## config.mk

```make
export PLATFORM = sky130hd
export DESIGN_NAME = sync_frame_receiver_crc16
export DESIGN_NICKNAME = d
export VERILOG_FILES = /design/src/sfr_pkg.sv /design/src/sync_frame_receiver_crc16.sv
export VERILOG_INCLUDE_DIRS = /design/src /design/src/src
export SDC_FILE = /design/constraint.sdc
export NUM_CORES = 1
export LEC_CHECK = 0
export BUFFER_PORTS_ARGS = -buffer_cell sky130_fd_sc_hd__buf_2
export CELL_PAD_IN_SITES_DETAIL_PLACEMENT = 1
export CELL_PAD_IN_SITES_GLOBAL_PLACEMENT = 1
export CORE_AREA = 2 2 142 75
export CTS_BUF_LIST = sky130_fd_sc_hd__clkbuf_16
export CTS_CLUSTER_SIZE = 20
export DETAILED_ROUTE_END_ITERATION = 10
export DIE_AREA = 0 0 144 77
export GPL_TIMING_DRIVEN = 1
export PLACE_DENSITY = 0.78
export SYNTH_ARGS = -nofsm -noshare
export SYNTH_HDL_FRONTEND = slang
export SYNTH_SLANG_ARGS = --single-unit
```

## constraint.sdc

```tcl
create_clock -name i_clk -period 4.37 [get_ports i_clk]
set_clock_uncertainty 0.05 [all_clocks]
set_input_delay 0.437 -clock i_clk [delete_from_list [all_inputs] [get_ports i_clk]]
set_output_delay 0.437 -clock i_clk [all_outputs]
set_load 0.01 [all_outputs]
```

## src/sync_frame_receiver_crc16_defines.svh

```systemverilog
// Assertion macros for the sync frame receiver.
// Both macros sample on i_clk and are disabled while i_rst_n is low.
`ifndef SYNC_FRAME_RECEIVER_CRC16_DEFINES_SVH
`define SYNC_FRAME_RECEIVER_CRC16_DEFINES_SVH

`ifndef SYNTHESIS
`define SFR_ASSERT_SAME(label, ante, cons) \
    label: assert property (@(posedge i_clk) disable iff (!i_rst_n) (ante) |-> (cons)) \
        else $error("sfr check failed");
`define SFR_ASSERT_NEXT(label, ante, cons) \
    label: assert property (@(posedge i_clk) disable iff (!i_rst_n) (ante) |=> (cons)) \
        else $error("sfr check failed");
`else
`define SFR_ASSERT_SAME(label, ante, cons)
`define SFR_ASSERT_NEXT(label, ante, cons)
`endif

`endif

```

## src/sfr_pkg.sv

```systemverilog
`timescale 1ns / 1ps
package sfr_pkg;

    localparam logic [7:0]  SYNC_FIRST    = 8'h4D;  // 'M'
    localparam logic [7:0]  SYNC_SECOND   = 8'h43;  // 'C'
    localparam logic [15:0] CRC_INIT      = 16'hFFFF;
    localparam logic [15:0] CRC_POLY_REFL = 16'h8408;  // 0x1021 reflected
    localparam logic [15:0] CRC_RESIDUE   = 16'hF0B8;
    localparam logic [8:0]  HEADER_LEN    = 9'd4;
    localparam logic [7:0]  MIN_LENGTH    = 8'd6;

    localparam logic [2:0] ST_STATUS_OK  = 3'd0;
    localparam logic [2:0] ST_ENCODER_OK = 3'd1;
    localparam logic [2:0] ST_BAD_CRC    = 3'd2;
    localparam logic [2:0] ST_UNKNOWN    = 3'd3;
    localparam logic [2:0] ST_BAD_LENGTH = 3'd4;

    localparam logic CFG_STATUS_TYPE  = 1'b0;
    localparam logic CFG_ENCODER_TYPE = 1'b1;

    typedef enum logic [2:0] {
        PH_HUNT_FIRST  = 3'd0,
        PH_HUNT_SECOND = 3'd1,
        PH_TYPE        = 3'd2,
        PH_LENGTH      = 3'd3,
        PH_PAYLOAD     = 3'd4
    } t_phase;

    // One byte through the reflected CRC, LSB first.
    function automatic logic [15:0] crc_byte(input logic [15:0] crc, input logic [7:0] b);
        logic [15:0] c;
        c = crc ^ {8'h00, b};
        for (int i = 0; i < 8; i++) begin
            if (c[0]) begin
                c = (c >> 1) ^ CRC_POLY_REFL;
            end else begin
                c = c >> 1;
            end
        end
        return c;
    endfunction

    // Register value after the two sync bytes.
    localparam logic [15:0] CRC_AFTER_SYNC = crc_byte(crc_byte(CRC_INIT, SYNC_FIRST), SYNC_SECOND);

endpackage

```

## src/sync_frame_receiver_crc16.sv

```systemverilog
`timescale 1ns / 1ps
// Latency: a result appears on o_valid in the cycle after the byte that causes it.
// Throughput: one byte per cycle while o_stall is low; the byte-wide CRC update
//   and the phase logic sit between the input port and the result register.
// Reset (i_rst_n low, synchronous): hunting for 'M', CRC = 0xFFFF, no result held,
//   frame types back to status 1 and encoder 2.
`include "sync_frame_receiver_crc16_defines.svh"

module sync_frame_receiver_crc16
    import sfr_pkg::*;
(
    input  logic       i_clk,
    input  logic       i_rst_n,
    // byte input channel
    input  logic       i_valid,
    output logic       o_stall,
    input  logic [7:0] i_rx_byte,
    // result channel
    output logic       o_valid,
    input  logic       i_stall,
    output logic [7:0] o_payload_byte,
    output logic [7:0] o_byte_index,
    output logic [7:0] o_frame_kind,
    output logic       o_frame_last,
    output logic [2:0] o_frame_status,
    // configuration write channel
    input  logic       i_cfg_valid,
    output logic       o_cfg_ready,
    input  logic       i_cfg_index,
    input  logic [7:0] i_cfg_data
);

    // ---------------------------------------------------------------
    // Configuration registers: always ready. They are to be written only while idle; the block does not enforce this.
    // ---------------------------------------------------------------
    logic [7:0] r_status_type;
    logic [7:0] r_encoder_type;

    assign o_cfg_ready = 1'b1;

    always_ff @(posedge i_clk) begin
        if (!i_rst_n) begin
            r_status_type  <= 8'd1;
            r_encoder_type <= 8'd2;
        end else if (i_cfg_valid && o_cfg_ready) begin
            unique case (i_cfg_index)
                CFG_STATUS_TYPE:  r_status_type  <= i_cfg_data;
                CFG_ENCODER_TYPE: r_encoder_type <= i_cfg_data;
                default:          r_status_type  <= r_status_type;
            endcase
        end
    end

    // ---------------------------------------------------------------
    // Frame state
    // ---------------------------------------------------------------
    t_phase      r_phase, n_phase;
    logic [7:0]  r_held_type, n_held_type;
    logic [7:0]  r_held_length, n_held_length;
    logic [7:0]  r_count, n_count;
    logic [15:0] r_crc, n_crc;

    // Result register (output stage)
    logic       r_out_valid;
    logic [7:0] r_out_payload;
    logic [7:0] r_out_index;
    logic [7:0] r_out_kind;
    logic       r_out_last;
    logic [2:0] r_out_status;

    // Result for the byte at the input
    logic       n_res_valid;
    logic [7:0] n_res_payload;
    logic [7:0] n_res_index;
    logic       n_res_last;
    logic [2:0] n_res_status;

    logic in_acc;
    // The output stage frees up in the same cycle it is taken, so a byte can
    // follow every cycle unless the downstream side holds a pending result.
    assign o_stall = r_out_valid && i_stall;
    assign in_acc  = i_valid && !o_stall;

    // Shared datapath terms
    logic [15:0] crc_next;
    logic [8:0]  count_inc;
    logic [8:0]  payload_total;
    logic        is_last;
    logic [2:0]  end_status;

    assign crc_next      = crc_byte(r_crc, i_rx_byte);
    assign count_inc     = {1'b0, r_count} + 9'd1;
    assign payload_total = {1'b0, r_held_length} - HEADER_LEN;  // length >= 6 here
    assign is_last       = (count_inc >= payload_total);

    // End-of-frame status: CRC first, then the type match (status type wins).
    always_comb begin
        priority if (crc_next != CRC_RESIDUE) begin
            end_status = ST_BAD_CRC;
        end else if (r_held_type == r_status_type) begin
            end_status = ST_STATUS_OK;
        end else if (r_held_type == r_encoder_type) begin
            end_status = ST_ENCODER_OK;
        end else begin
            end_status = ST_UNKNOWN;
        end
    end

    // Next phase
    always_comb begin
        unique case (r_phase)
            PH_HUNT_FIRST:  n_phase = (i_rx_byte == SYNC_FIRST) ? PH_HUNT_SECOND : PH_HUNT_FIRST;
            // a broken second sync byte is not retried as 'M'
            PH_HUNT_SECOND: n_phase = (i_rx_byte == SYNC_SECOND) ? PH_TYPE : PH_HUNT_FIRST;
            PH_TYPE:        n_phase = PH_LENGTH;
            PH_LENGTH:      n_phase = (i_rx_byte < MIN_LENGTH) ? PH_HUNT_FIRST : PH_PAYLOAD;
            PH_PAYLOAD:     n_phase = is_last ? PH_HUNT_FIRST : PH_PAYLOAD;
            default:        n_phase = (i_rx_byte == SYNC_FIRST) ? PH_HUNT_SECOND : PH_HUNT_FIRST;
        endcase
    end

    // Datapath and result
    always_comb begin
        n_held_type   = r_held_type;
        n_held_length = r_held_length;
        n_count       = r_count;
        n_crc         = r_crc;
        n_res_valid   = 1'b0;
        n_res_payload = i_rx_byte;
        n_res_index   = r_count;
        n_res_last    = 1'b0;
        n_res_status  = ST_STATUS_OK;
        unique case (r_phase)
            PH_HUNT_SECOND: begin
                if (i_rx_byte == SYNC_SECOND) begin
                    n_crc = CRC_AFTER_SYNC;
                end
            end
            PH_TYPE: begin
                n_held_type = i_rx_byte;
                n_crc       = crc_next;
            end
            PH_LENGTH: begin
                n_held_length = i_rx_byte;
                n_crc         = crc_next;
                n_count       = 8'd0;
                if (i_rx_byte < MIN_LENGTH) begin
                    // short length: single terminating result
                    n_res_valid   = 1'b1;
                    n_res_payload = 8'd0;
                    n_res_index   = 8'd0;
                    n_res_last    = 1'b1;
                    n_res_status  = ST_BAD_LENGTH;
                end
            end
            PH_PAYLOAD: begin
                n_crc       = crc_next;
                n_count     = count_inc[7:0];
                n_res_valid = 1'b1;
                if (is_last) begin
                    n_res_last   = 1'b1;
                    n_res_status = end_status;
                end
            end
            default: begin
                n_crc = r_crc;
            end
        endcase
    end

    always_ff @(posedge i_clk) begin
        if (!i_rst_n) begin
            r_phase       <= PH_HUNT_FIRST;
            r_held_type   <= 8'd0;
            r_held_length <= 8'd0;
            r_count       <= 8'd0;
            r_crc         <= CRC_INIT;
        end else if (in_acc) begin
            r_phase       <= n_phase;
            r_held_type   <= n_held_type;
            r_held_length <= n_held_length;
            r_count       <= n_count;
            r_crc         <= n_crc;
        end
    end

    // Output stage: loaded on an accepted byte that yields a result,
    // emptied when the transaction completes.
    always_ff @(posedge i_clk) begin
        if (!i_rst_n) begin
            r_out_valid <= 1'b0;
        end else if (in_acc) begin
            r_out_valid <= n_res_valid;
        end else if (!i_stall) begin
            r_out_valid <= 1'b0;
        end
    end

    always_ff @(posedge i_clk) begin
        if (in_acc && n_res_valid) begin
            r_out_payload <= n_res_payload;
            r_out_index   <= n_res_index;
            r_out_kind    <= r_held_type;
            r_out_last    <= n_res_last;
            r_out_status  <= n_res_status;
        end
    end

    assign o_valid        = r_out_valid;
    assign o_payload_byte = r_out_payload;
    assign o_byte_index   = r_out_index;
    assign o_frame_kind   = r_out_kind;
    assign o_frame_last   = r_out_last;
    assign o_frame_status = r_out_status;

    // ---------------------------------------------------------------
    // Checks
    // ---------------------------------------------------------------
    `SFR_ASSERT_SAME(a_mid_frame_status_ok, o_valid && !o_frame_last, o_frame_status == ST_STATUS_OK)
    `SFR_ASSERT_SAME(a_bad_len_shape, o_valid && o_frame_status == ST_BAD_LENGTH, o_frame_last && o_payload_byte == 8'd0)
    `SFR_ASSERT_SAME(a_payload_len_ok, r_phase == PH_PAYLOAD, r_held_length >= MIN_LENGTH)
    `SFR_ASSERT_NEXT(a_last_rehunts, in_acc && n_res_valid && n_res_last, r_phase == PH_HUNT_FIRST)

endmodule

```

* After elaboration in Yosys (flattened, before gate mapping) *
Cells that the tools add are included.

storage, ports and cells
  bits in registers = 88
  input port bits = 22
  output and inout bits = 31
  logic and storage cells = 83

cells by class
  $add $sub $neg = 2
  $lt $le $gt $ge = 2
  equal/unequal tests = 11
  multiplexer cells = 32
  bitwise logic cells = 10
  reduce and logical (&&, ||, !) cells = 13

operators by type and width
  cell                                                count
  two-way mux 16 bit                                  9
  two-way mux 8 bit                                   4
  one-hot mux 16 bit (2 select lines)                 1
  inverter 2 -> 3 bit                                 8
  == test 8 x 7 -> 1 bit, second input constant       2
  == test 8 bit                                       2
  inequality test 16 bit, second input constant       1
  one-hot mux 8 bit (2 select lines)                  1
  XOR 16 x 8 -> 16 bit                                1
  two-way mux 3 bit                                   4
  one-hot mux 3 bit (4 select lines)                  1
  AND reduction 2 bit                                 5
  adder 8 x 1 -> 9 bit, second input constant         1
  greater-or-equal comparator 9 bit                   1
  subtractor 8 x 3 -> 9 bit, second input constant    1
  < comparator 8 x 3 -> 1 bit, second input constant  1
  two-way mux 2 bit                                   4
  == test 3 x 2 -> 1 bit, second input constant       2
  one-hot mux 3 bit (2 select lines)                  1
  two-way mux 1 bit                                   5
  one-hot mux 1 bit (2 select lines)                  2
  nonzero test 2 bit                                  2
  == test 3 x 1 -> 1 bit, second input constant       1
  == test 3 bit, second input constant                1
  7 further kinds                                     9

* Depth between registers and ports, before layout *
Gate-level depths: netlist of the first run.

  depth in word-level cells = 21
  depth in mapped cells = 11
  depth with buffers taken out = 11

* Least setup slack after synthesis of the first run *
No wires, ideal clock.

  path kind = input-to-reg
  start point = input port i_valid
  end point = register r_out_index[0] (netlist: o_byte_index[0]) (enable)
  library setup time = 0.455 ns
  data arrival time = 3.166 ns
  required time = 3.865 ns
  setup slack = 0.699 ns
  cell stages on the path = 3
  buffers on the path = 0
  path through = a21boi_1 nand2_1 o21ai_0

on the way
  cells in the longest elaborated chain, start to end = 2

RTL lines
  element               RTL line                          text
  from (decl)           sync_frame_receiver_crc16.sv:15   input logic i_valid,
  logical AND 1 bit     sync_frame_receiver_crc16.sv:82   assign in_acc = i_valid && !o_stall;
  logical AND 1 bit     sync_frame_receiver_crc16.sv:200  if (in_acc && n_res_valid) begin
  to (signal assigned)  sync_frame_receiver_crc16.sv:202  r_out_index <= n_res_index;
  to (decl)             sync_frame_receiver_crc16.sv:66   logic [7:0] r_out_index;

Every way passes these cells.
A chain may end at the register's enable or synchronous reset.

* Worst setup path in the final report of the first run *
  start point = register r_count[0]
  end point = register r_out_status[0] (netlist: o_frame_status[0]) (data pin)

on the way
  cells in the longest elaborated chain, start to end = 4

RTL lines
  element                             RTL line                          text
  from (decl)                         sync_frame_receiver_crc16.sv:60   logic [7:0] r_count, n_count;
  from (signal assigned)              sync_frame_receiver_crc16.sv:182  r_count <= n_count;
  adder 8 x 1 -> 9 bit                sync_frame_receiver_crc16.sv:92   assign count_inc = {1'b0, r_count} + 9'd1;
  greater-or-equal comparator 9 bit   sync_frame_receiver_crc16.sv:94   assign is_last = (count_inc >= payload_total);
  two-way mux 3 bit                   sync_frame_receiver_crc16.sv:160  if (is_last) begin
  one-hot mux 3 bit (2 select lines)  sync_frame_receiver_crc16.sv:133  unique case (r_phase)
  via n_res_status[0]                 sync_frame_receiver_crc16.sv:76   logic [2:0] n_res_status;
  to (signal assigned)                sync_frame_receiver_crc16.sv:205  r_out_status <= n_res_status;
  to (decl)                           sync_frame_receiver_crc16.sv:69   logic [2:0] r_out_status;

The timed path passes the listed nets, and every way through them passes these cells.

==> impl_results.md, run 1 <==
- CTS tree: built
- # Post-CTS Setup Buffers: 0
- Number of diodes: 0
- Routed wire per std cell: 18.3 um
- Synth Flop Type: dfxtp_1
- Async set-reset flop share out of synthesis: 0
- H-Tree Depth: 3
- CP top delay family: compound AO/OA/AOI/OAI gates
- Clk sinks: 88
- Max incr delay on CP: 0.41 ns
- PD cells: 366 nW/um2
- Crit path DAT: 3.10 ns
- Critical-path cell list: ha_1 > and3_1 > nand3_1 > xnor2_1 > ha_1 > a21o_1 > a21o_1 > a21oi_1 > o31ai_1 > o21ai_0 > and3b_1
- Synthesized Nets: 485
- Post-route ant nets: 0
- Worst-margin pin slew: 0.595 ns
- First drt pass iteration count: 4
- DR iter-0 viols: 298
- # IOs: 53
- Routability cong.: 0.914
- Die Span Y: 77 um
- RSZ-0062 raised after global routing: no
- Vias per Instance: 5.34
- First-pass GRT wire length: 19,000 um
- Post-synth EDFFs: 28
- Fillers: 1,173
- Via Count: 3,396
- Layout cells sized above 1: 0.161
- Fin. Hold Viols: 0
- Remaining global-route overflow: 0
- CTS-repair resized insts: 0
- Inst Count DP: 620
- DRC: 0
- Insertion delay to the later sink of the worst-skew pair: 0.34 ns
- Most frequent cells after synthesis: 68 x nand2_1, 60 x dfxtp_1, 34 x a21oi_1, 31 x nor2_1, 28 x edfxtp_1
- All-Layer GR Usage: 0.228
- I/O Buffers: 51
- Final Hold Slack: 0.299 ns
- Startpoint Class: flip-flop
- Hold_buf cts: 0
- Clock edge transition at the registers on the reported setup and hold paths: 0.07 ns
- Slowest CP cell: dfxtp_1
- Synthesized area per cell: 9.36 um2
- Outcome: finished, final reports clean
- Area Overhead vs Synth: 14.5%
- Cell area after layout: 4840 um2
- Final setup fails: 0
- Post-synthesis sequential area ratio: 0.483
- Synthesis Warnings: 0
- Slew Limit Fails: 0
- CORE AREA: 9860 um2
- Design Power: 1.77 mW
- Relative slew slack: 0.603
- Crit path required time: 4.42 ns
- Minimum clock period: 3.05 ns
- DP Worst Slack: 1.33 ns
- Most common cell in the synthesized netlist: nand2_1
- Net switching power: 0.459 mW
- Switching part of the total: 0.259
- Sequential share of power: 0.495
- Die X: 144 um
- Final period util: 0.698
- Cell Rows: 26
- Root buf cell: clkbuf_16
- Initial antenna violation count: 0
- Setup TNS Final: 0 ns
- CTS max path bufs: 2
- Dpl hpwl: 8530 um
- WP buf/inv: 0
- Cell taking the most area after synthesis: dfxtp_1
- Vias in the first global route: 3,473
- Worst-path fanout max: 6
- Netlist Area Pre-Place: 4230 um2
- Layout Nets: 524
- Final Routed Wirelength: 11,600 um
- Final Core Density: 0.491
- Non-Filler Instances: 636
- Top cells by area, synth: dfxtp_1 28%, edfxtp_1 20%, nand2_1 6.0%
- Distinct cells, synth: 49
- Yosys top cell area share: 0.284
- Max Fclk: 328 MHz
- DP Area: 4570 um2
- Die area: 11,100 um2
- Clock power frac: 0.404
- Max Cap Viol: 0
- Fin worst setup slack: 1.32 ns
- Crit path kind: flip-flop to flip-flop
- Pleak: 2.02 nW
- HP Class: primary input to flip-flop
- Initial Utilization: 0.429
- Maximum vdd drop: 0.000170 V
- Largest net degree at the start of global routing: 43
- Total CTS buffers: 9
- P_int: 1.32 mW
- #FFs+latches synth: 88
- Mapped Cells: 452
- Crit. End Element: flip-flop
- Combinational share of power: 0.101
## state kept, by name, indices dropped and copies added (netlist names), 8 cells and up
name / flops
r_status_type: 8
o_byte_index: 8
o_payload_byte: 8
r_held_length: 8
r_held_type: 8
r_crc: 16
o_frame_kind: 8
r_count: 8
r_encoder_type: 8
## power groups by stage
stage               clock network [mW]  logic [mW]  registers (mW)
floorplan                            0       0.119           0.897
global placement                     0       0.171           0.895
detailed placement                   0       0.177           0.897
CTS                              0.732       0.179           0.879
global route                     0.767       0.197           0.881
finish                           0.717       0.179           0.879
## worst paths after layout
path | endpoint | cells past startpoint | slack (ns) | startpoint
worst min-delay path | r_status_type[6] | 3 | 0.30 | i_cfg_data[6]
worst min register to register | r_held_length[1] | 2 | 0.41 | r_held_length[1]
worst max-delay path | o_frame_status[0] | 11 | 1.32 | r_count[0]
worst max register to register | o_frame_status[0] | 11 | 1.32 | r_count[0]
## worst register-to-register path: stages, from the launching register on
cell and delay, ns:
dfxtp_1 0.41, ha_1 0.26, and3_1 0.28, nand3_1 0.14, xnor2_1 0.16, ha_1 0.33, a21o_1 0.17, a21o_1 0.17
a21oi_1 0.13, o31ai_1 0.11, o21ai_0 0.36, and3b_1 0.23
## metal layers
layer  part of all wire  vias to the layer above  wire length [um]  GRT usage
li1                   -                     1629                 -          -
met4             0.0091                        0               106     0.0647
met1               0.49                     1652              5720      0.336
met5                  0                        -                 0          0
met2               0.43                      105              4990      0.325
met3              0.071                       10               822     0.0625
## placed cells by master, fill, tap and decap left out, types with 2 or more instances in the layout
master     instances
and3_1             7
xor2_1            19
buf_2             51
ha_1              11
or3_1              3
xor2_2             3
nor3_1            14
a22oi_1            2
nor4_1             3
inv_4              2
nor3b_1            5
dfxtp_1           60
o21ai_0           17
nand2_1           68
and3b_1            2
xnor2_1           26
a21oi_1           34
nand2b_1           7
nand4_1            4
inv_1              5
buf_4              3
mux2i_1           10
clkbuf_16          9
and2_1            13
a31oi_1            4
nor2_1            31
a21o_1             3
o31ai_1            3
nand3_1           25
edfxtp_1          28
## logic make-up after synthesis
kind of cell | Yosys count | share of synthesized area
and+or+nand+nor | 190 | 0.218
DFF | 88 | 0.483
AOI/OAI and AO/OA | 71 | 0.0961
xor gates and xnor gates | 50 | 0.115
buffers and inverters | 31 | 0.0313
adders and majority gates | 11 | 0.0325
muxes | 10 | 0.0237
other | 1 | 0.000886
## final cells by class
| type | count | area, um2 | share of cell area |
|---|---|---|---|
| clock buffers | 9 | 225 | 0.0465 |
| inverters | 5 | 18.8 | 0.00387 |
| repair buffers | 54 | 278 | 0.0573 |
| flip-flops and latches | 88 | 2040 | 0.421 |
| well taps | 140 | 175 | 0.0362 |
| multi-input cells | 333 | 2060 | 0.425 |
| clock inverters | 7 | 46.3 | 0.00956 |
Power figures use the tool's default switching activity.
==> inputs of run 2 (changes only) <==
--- a/config.mk
+++ b/config.mk
@@ -9,13 +9,13 @@
 export BUFFER_PORTS_ARGS = -buffer_cell sky130_fd_sc_hd__buf_2
 export CELL_PAD_IN_SITES_DETAIL_PLACEMENT = 1
 export CELL_PAD_IN_SITES_GLOBAL_PLACEMENT = 1
-export CORE_AREA = 2 2 142 75
+export CORE_AREA = 2 2 149 78
 export CTS_BUF_LIST = sky130_fd_sc_hd__clkbuf_16
 export CTS_CLUSTER_SIZE = 20
 export DETAILED_ROUTE_END_ITERATION = 10
-export DIE_AREA = 0 0 144 77
+export DIE_AREA = 0 0 151 80
 export GPL_TIMING_DRIVEN = 1
-export PLACE_DENSITY = 0.78
+export PLACE_DENSITY = 0.76
 export SYNTH_ARGS = -nofsm -noshare
 export SYNTH_HDL_FRONTEND = slang
 export SYNTH_SLANG_ARGS = --single-unit
==> constraint.sdc (replaced) <==
create_clock -name i_clk -period 2.5 [get_ports i_clk]
set_clock_uncertainty 0.05 [all_clocks]
set_input_delay 0.25 -clock i_clk [delete_from_list [all_inputs] [get_ports i_clk]]
set_output_delay 0.25 -clock i_clk [all_outputs]
set_load 0.01 [all_outputs]
==> impl_results.md, run 2 (same netlist as run 1, synthesis figures left out) <==
- Area Overhead vs Synth: 21.7%
- Worst-path fanout max: 4
- Failing checks: negative setup slack
- Worst-margin pin slew: 0.589 ns
- Number of diodes: 0
- Dpl hpwl: 9000 um
- HP Class: primary input to flip-flop
- Fin. Hold Viols: 0
- First drt pass iteration count: 4
- Cell area after layout: 5150 um2
- Highest-count cells in the layout ignoring fill and taps: 67 x nand2_1, 58 x dfxtp_1, 51 x buf_2
- Routed wire per std cell: 18.6 um
- Initial antenna violation count: 0
- Via Count: 3,508
- CORE AREA: 10,700 um2
- Routability cong.: 0.872
- First-pass GRT wire length: 19,400 um
- CTS tree: built
- Final Routed Wirelength: 12,400 um
- Max FFs per register: 16
- All-Layer GR Usage: 0.216
- Insertion delay to the later sink of the worst-skew pair: 0.34 ns
- H-Tree Depth: 3
- DP Area: 4750 um2
- Outcome: complete, but fails checks
- Commonest non-fill, non-tap cell in the layout: nand2_1
- Largest Register: r_crc
- Post-route ant nets: 0
- DR iter-0 viols: 205
- Clk sinks: 88
- Cell Rows: 27
- Reg area: 2050 um2
- Layout Nets: 551
- Fillers: 1,235
- Die Span Y: 80 um
- Die X: 151 um
- Vias per Instance: 5.25
- CTS max path bufs: 2
- Startpoint Class: flip-flop
- Largest net degree at the start of global routing: 41
- DRC: 0
- Pleak: 2.18 nW
- Minimum clock period: 2.53 ns
- Crit path kind: flip-flop to flip-flop
- Hold_buf cts: 0
- Cells on Worst Hold Path: 3
- RSZ-0062 raised after global routing: yes
- Fin worst setup slack: -0.0299 ns
- Initial Utilization: 0.394
- Crit. End Element: flip-flop
- Relative slew slack: 0.607
- # IOs: 53
- Maximum vdd drop: 0.000301 V
- Remaining global-route overflow: 0
- Total CTS buffers: 9
- Crit path DAT: 2.70 ns
- Final period util: 1.01
- Final setup fails: 2
- PD cells: 617 nW/um2
- I/O Buffers: 51
- Die area: 12,100 um2
- Crit path required time: 2.67 ns
- Clock edge transition at the registers on the reported setup and hold paths: 0.06 ns
- Root buf cell: clkbuf_16
- Max Cap Viol: 0
- Final Core Density: 0.479
- Vias in the first global route: 3,550
- Slew Limit Fails: 0
- Worst r2r path cells: 10
- Setup TNS Final: -0.0322 ns
- Multi-input gate area: 2130 um2
- Layout cells sized above 1: 0.228
- Max Fclk: 395 MHz
[run 2: cell types whose count changed in the layout (fill, tap and decap cells not counted), sizes merged]
cell and delta:
buf +27, inv -2, clkinvlp -1, clkbuf +1, clkinv +2
[run 2: layer usage]
layer / routed length, um / global-route usage
met5: 0 / 0
met2: 5300 / 0.318
met3: 746 / 0.0594
met4: 83 / 0.0430
met1: 6290 / 0.317
[run 2: layout make-up]
cell class | count | area share
clock buffers | 10 | 0.0486
clock inverters | 6 | 0.00656
inverters | 5 | 0.00364
multi-input cells | 333 | 0.414
flip-flops and latches | 88 | 0.397
well taps | 145 | 0.0352
repair buffers | 81 | 0.0940
[run 2: worst max-delay path, cell delays in order, from the launching register on]
cell	delay, ns
dfxtp_4	0.36
ha_4	0.16
and3_4	0.19
buf_4	0.15
and3_1	0.19
and3_1	0.20
ha_1	0.33
nand4_1	0.16
o31ai_2	0.29
o21ai_2	0.12
and3b_1	0.22
[run 2: timing repair]
action                                  CTS  global route
pin swaps                                 4             9
endpoints found under the setup margin    3             4
resized for setup                         6             9
setup buffers                             1             4
[run 2: stage by stage]
| step | power (mW) | setup WS, ns | hold slack [ns] | cells |
|---|---|---|---|---|
| after floorplan | 1.78 | 0.0215 | 0.324 | 452 |
| after global placement | 1.90 | -0.0318 | 0.403 | 647 |
| after detailed placement | 1.91 | -0.138 | 0.406 | 647 |
| after CTS | 3.22 | 0.00371 | 0.103 | 664 |
| after global routing | 3.32 | -0.126 | 0.118 | 668 |
| final | 3.18 | -0.0299 | 0.109 | 668 |
[run 2: final timing paths]
| check | slack (ns) | start | to |
|---|---|---|---|
| max | -0.03 | r_count[0] | o_frame_status[0] |
| min reg2reg | 0.41 | r_held_length[1] | r_held_length[1] |
| min | 0.11 | i_cfg_data[0] | r_status_type[0] |
| max reg2reg | -0.03 | r_count[0] | o_frame_status[0] |
[run 2: power by group]
group	leakage (nW)	total [mW]	switching, mW	internal [mW]
Sequential	0.755	1.54	0.0280	1.51
Clock	0.144	1.29	0.563	0.727
Combinational	1.28	0.352	0.211	0.141
Total	2.18	3.18	0.802	2.38
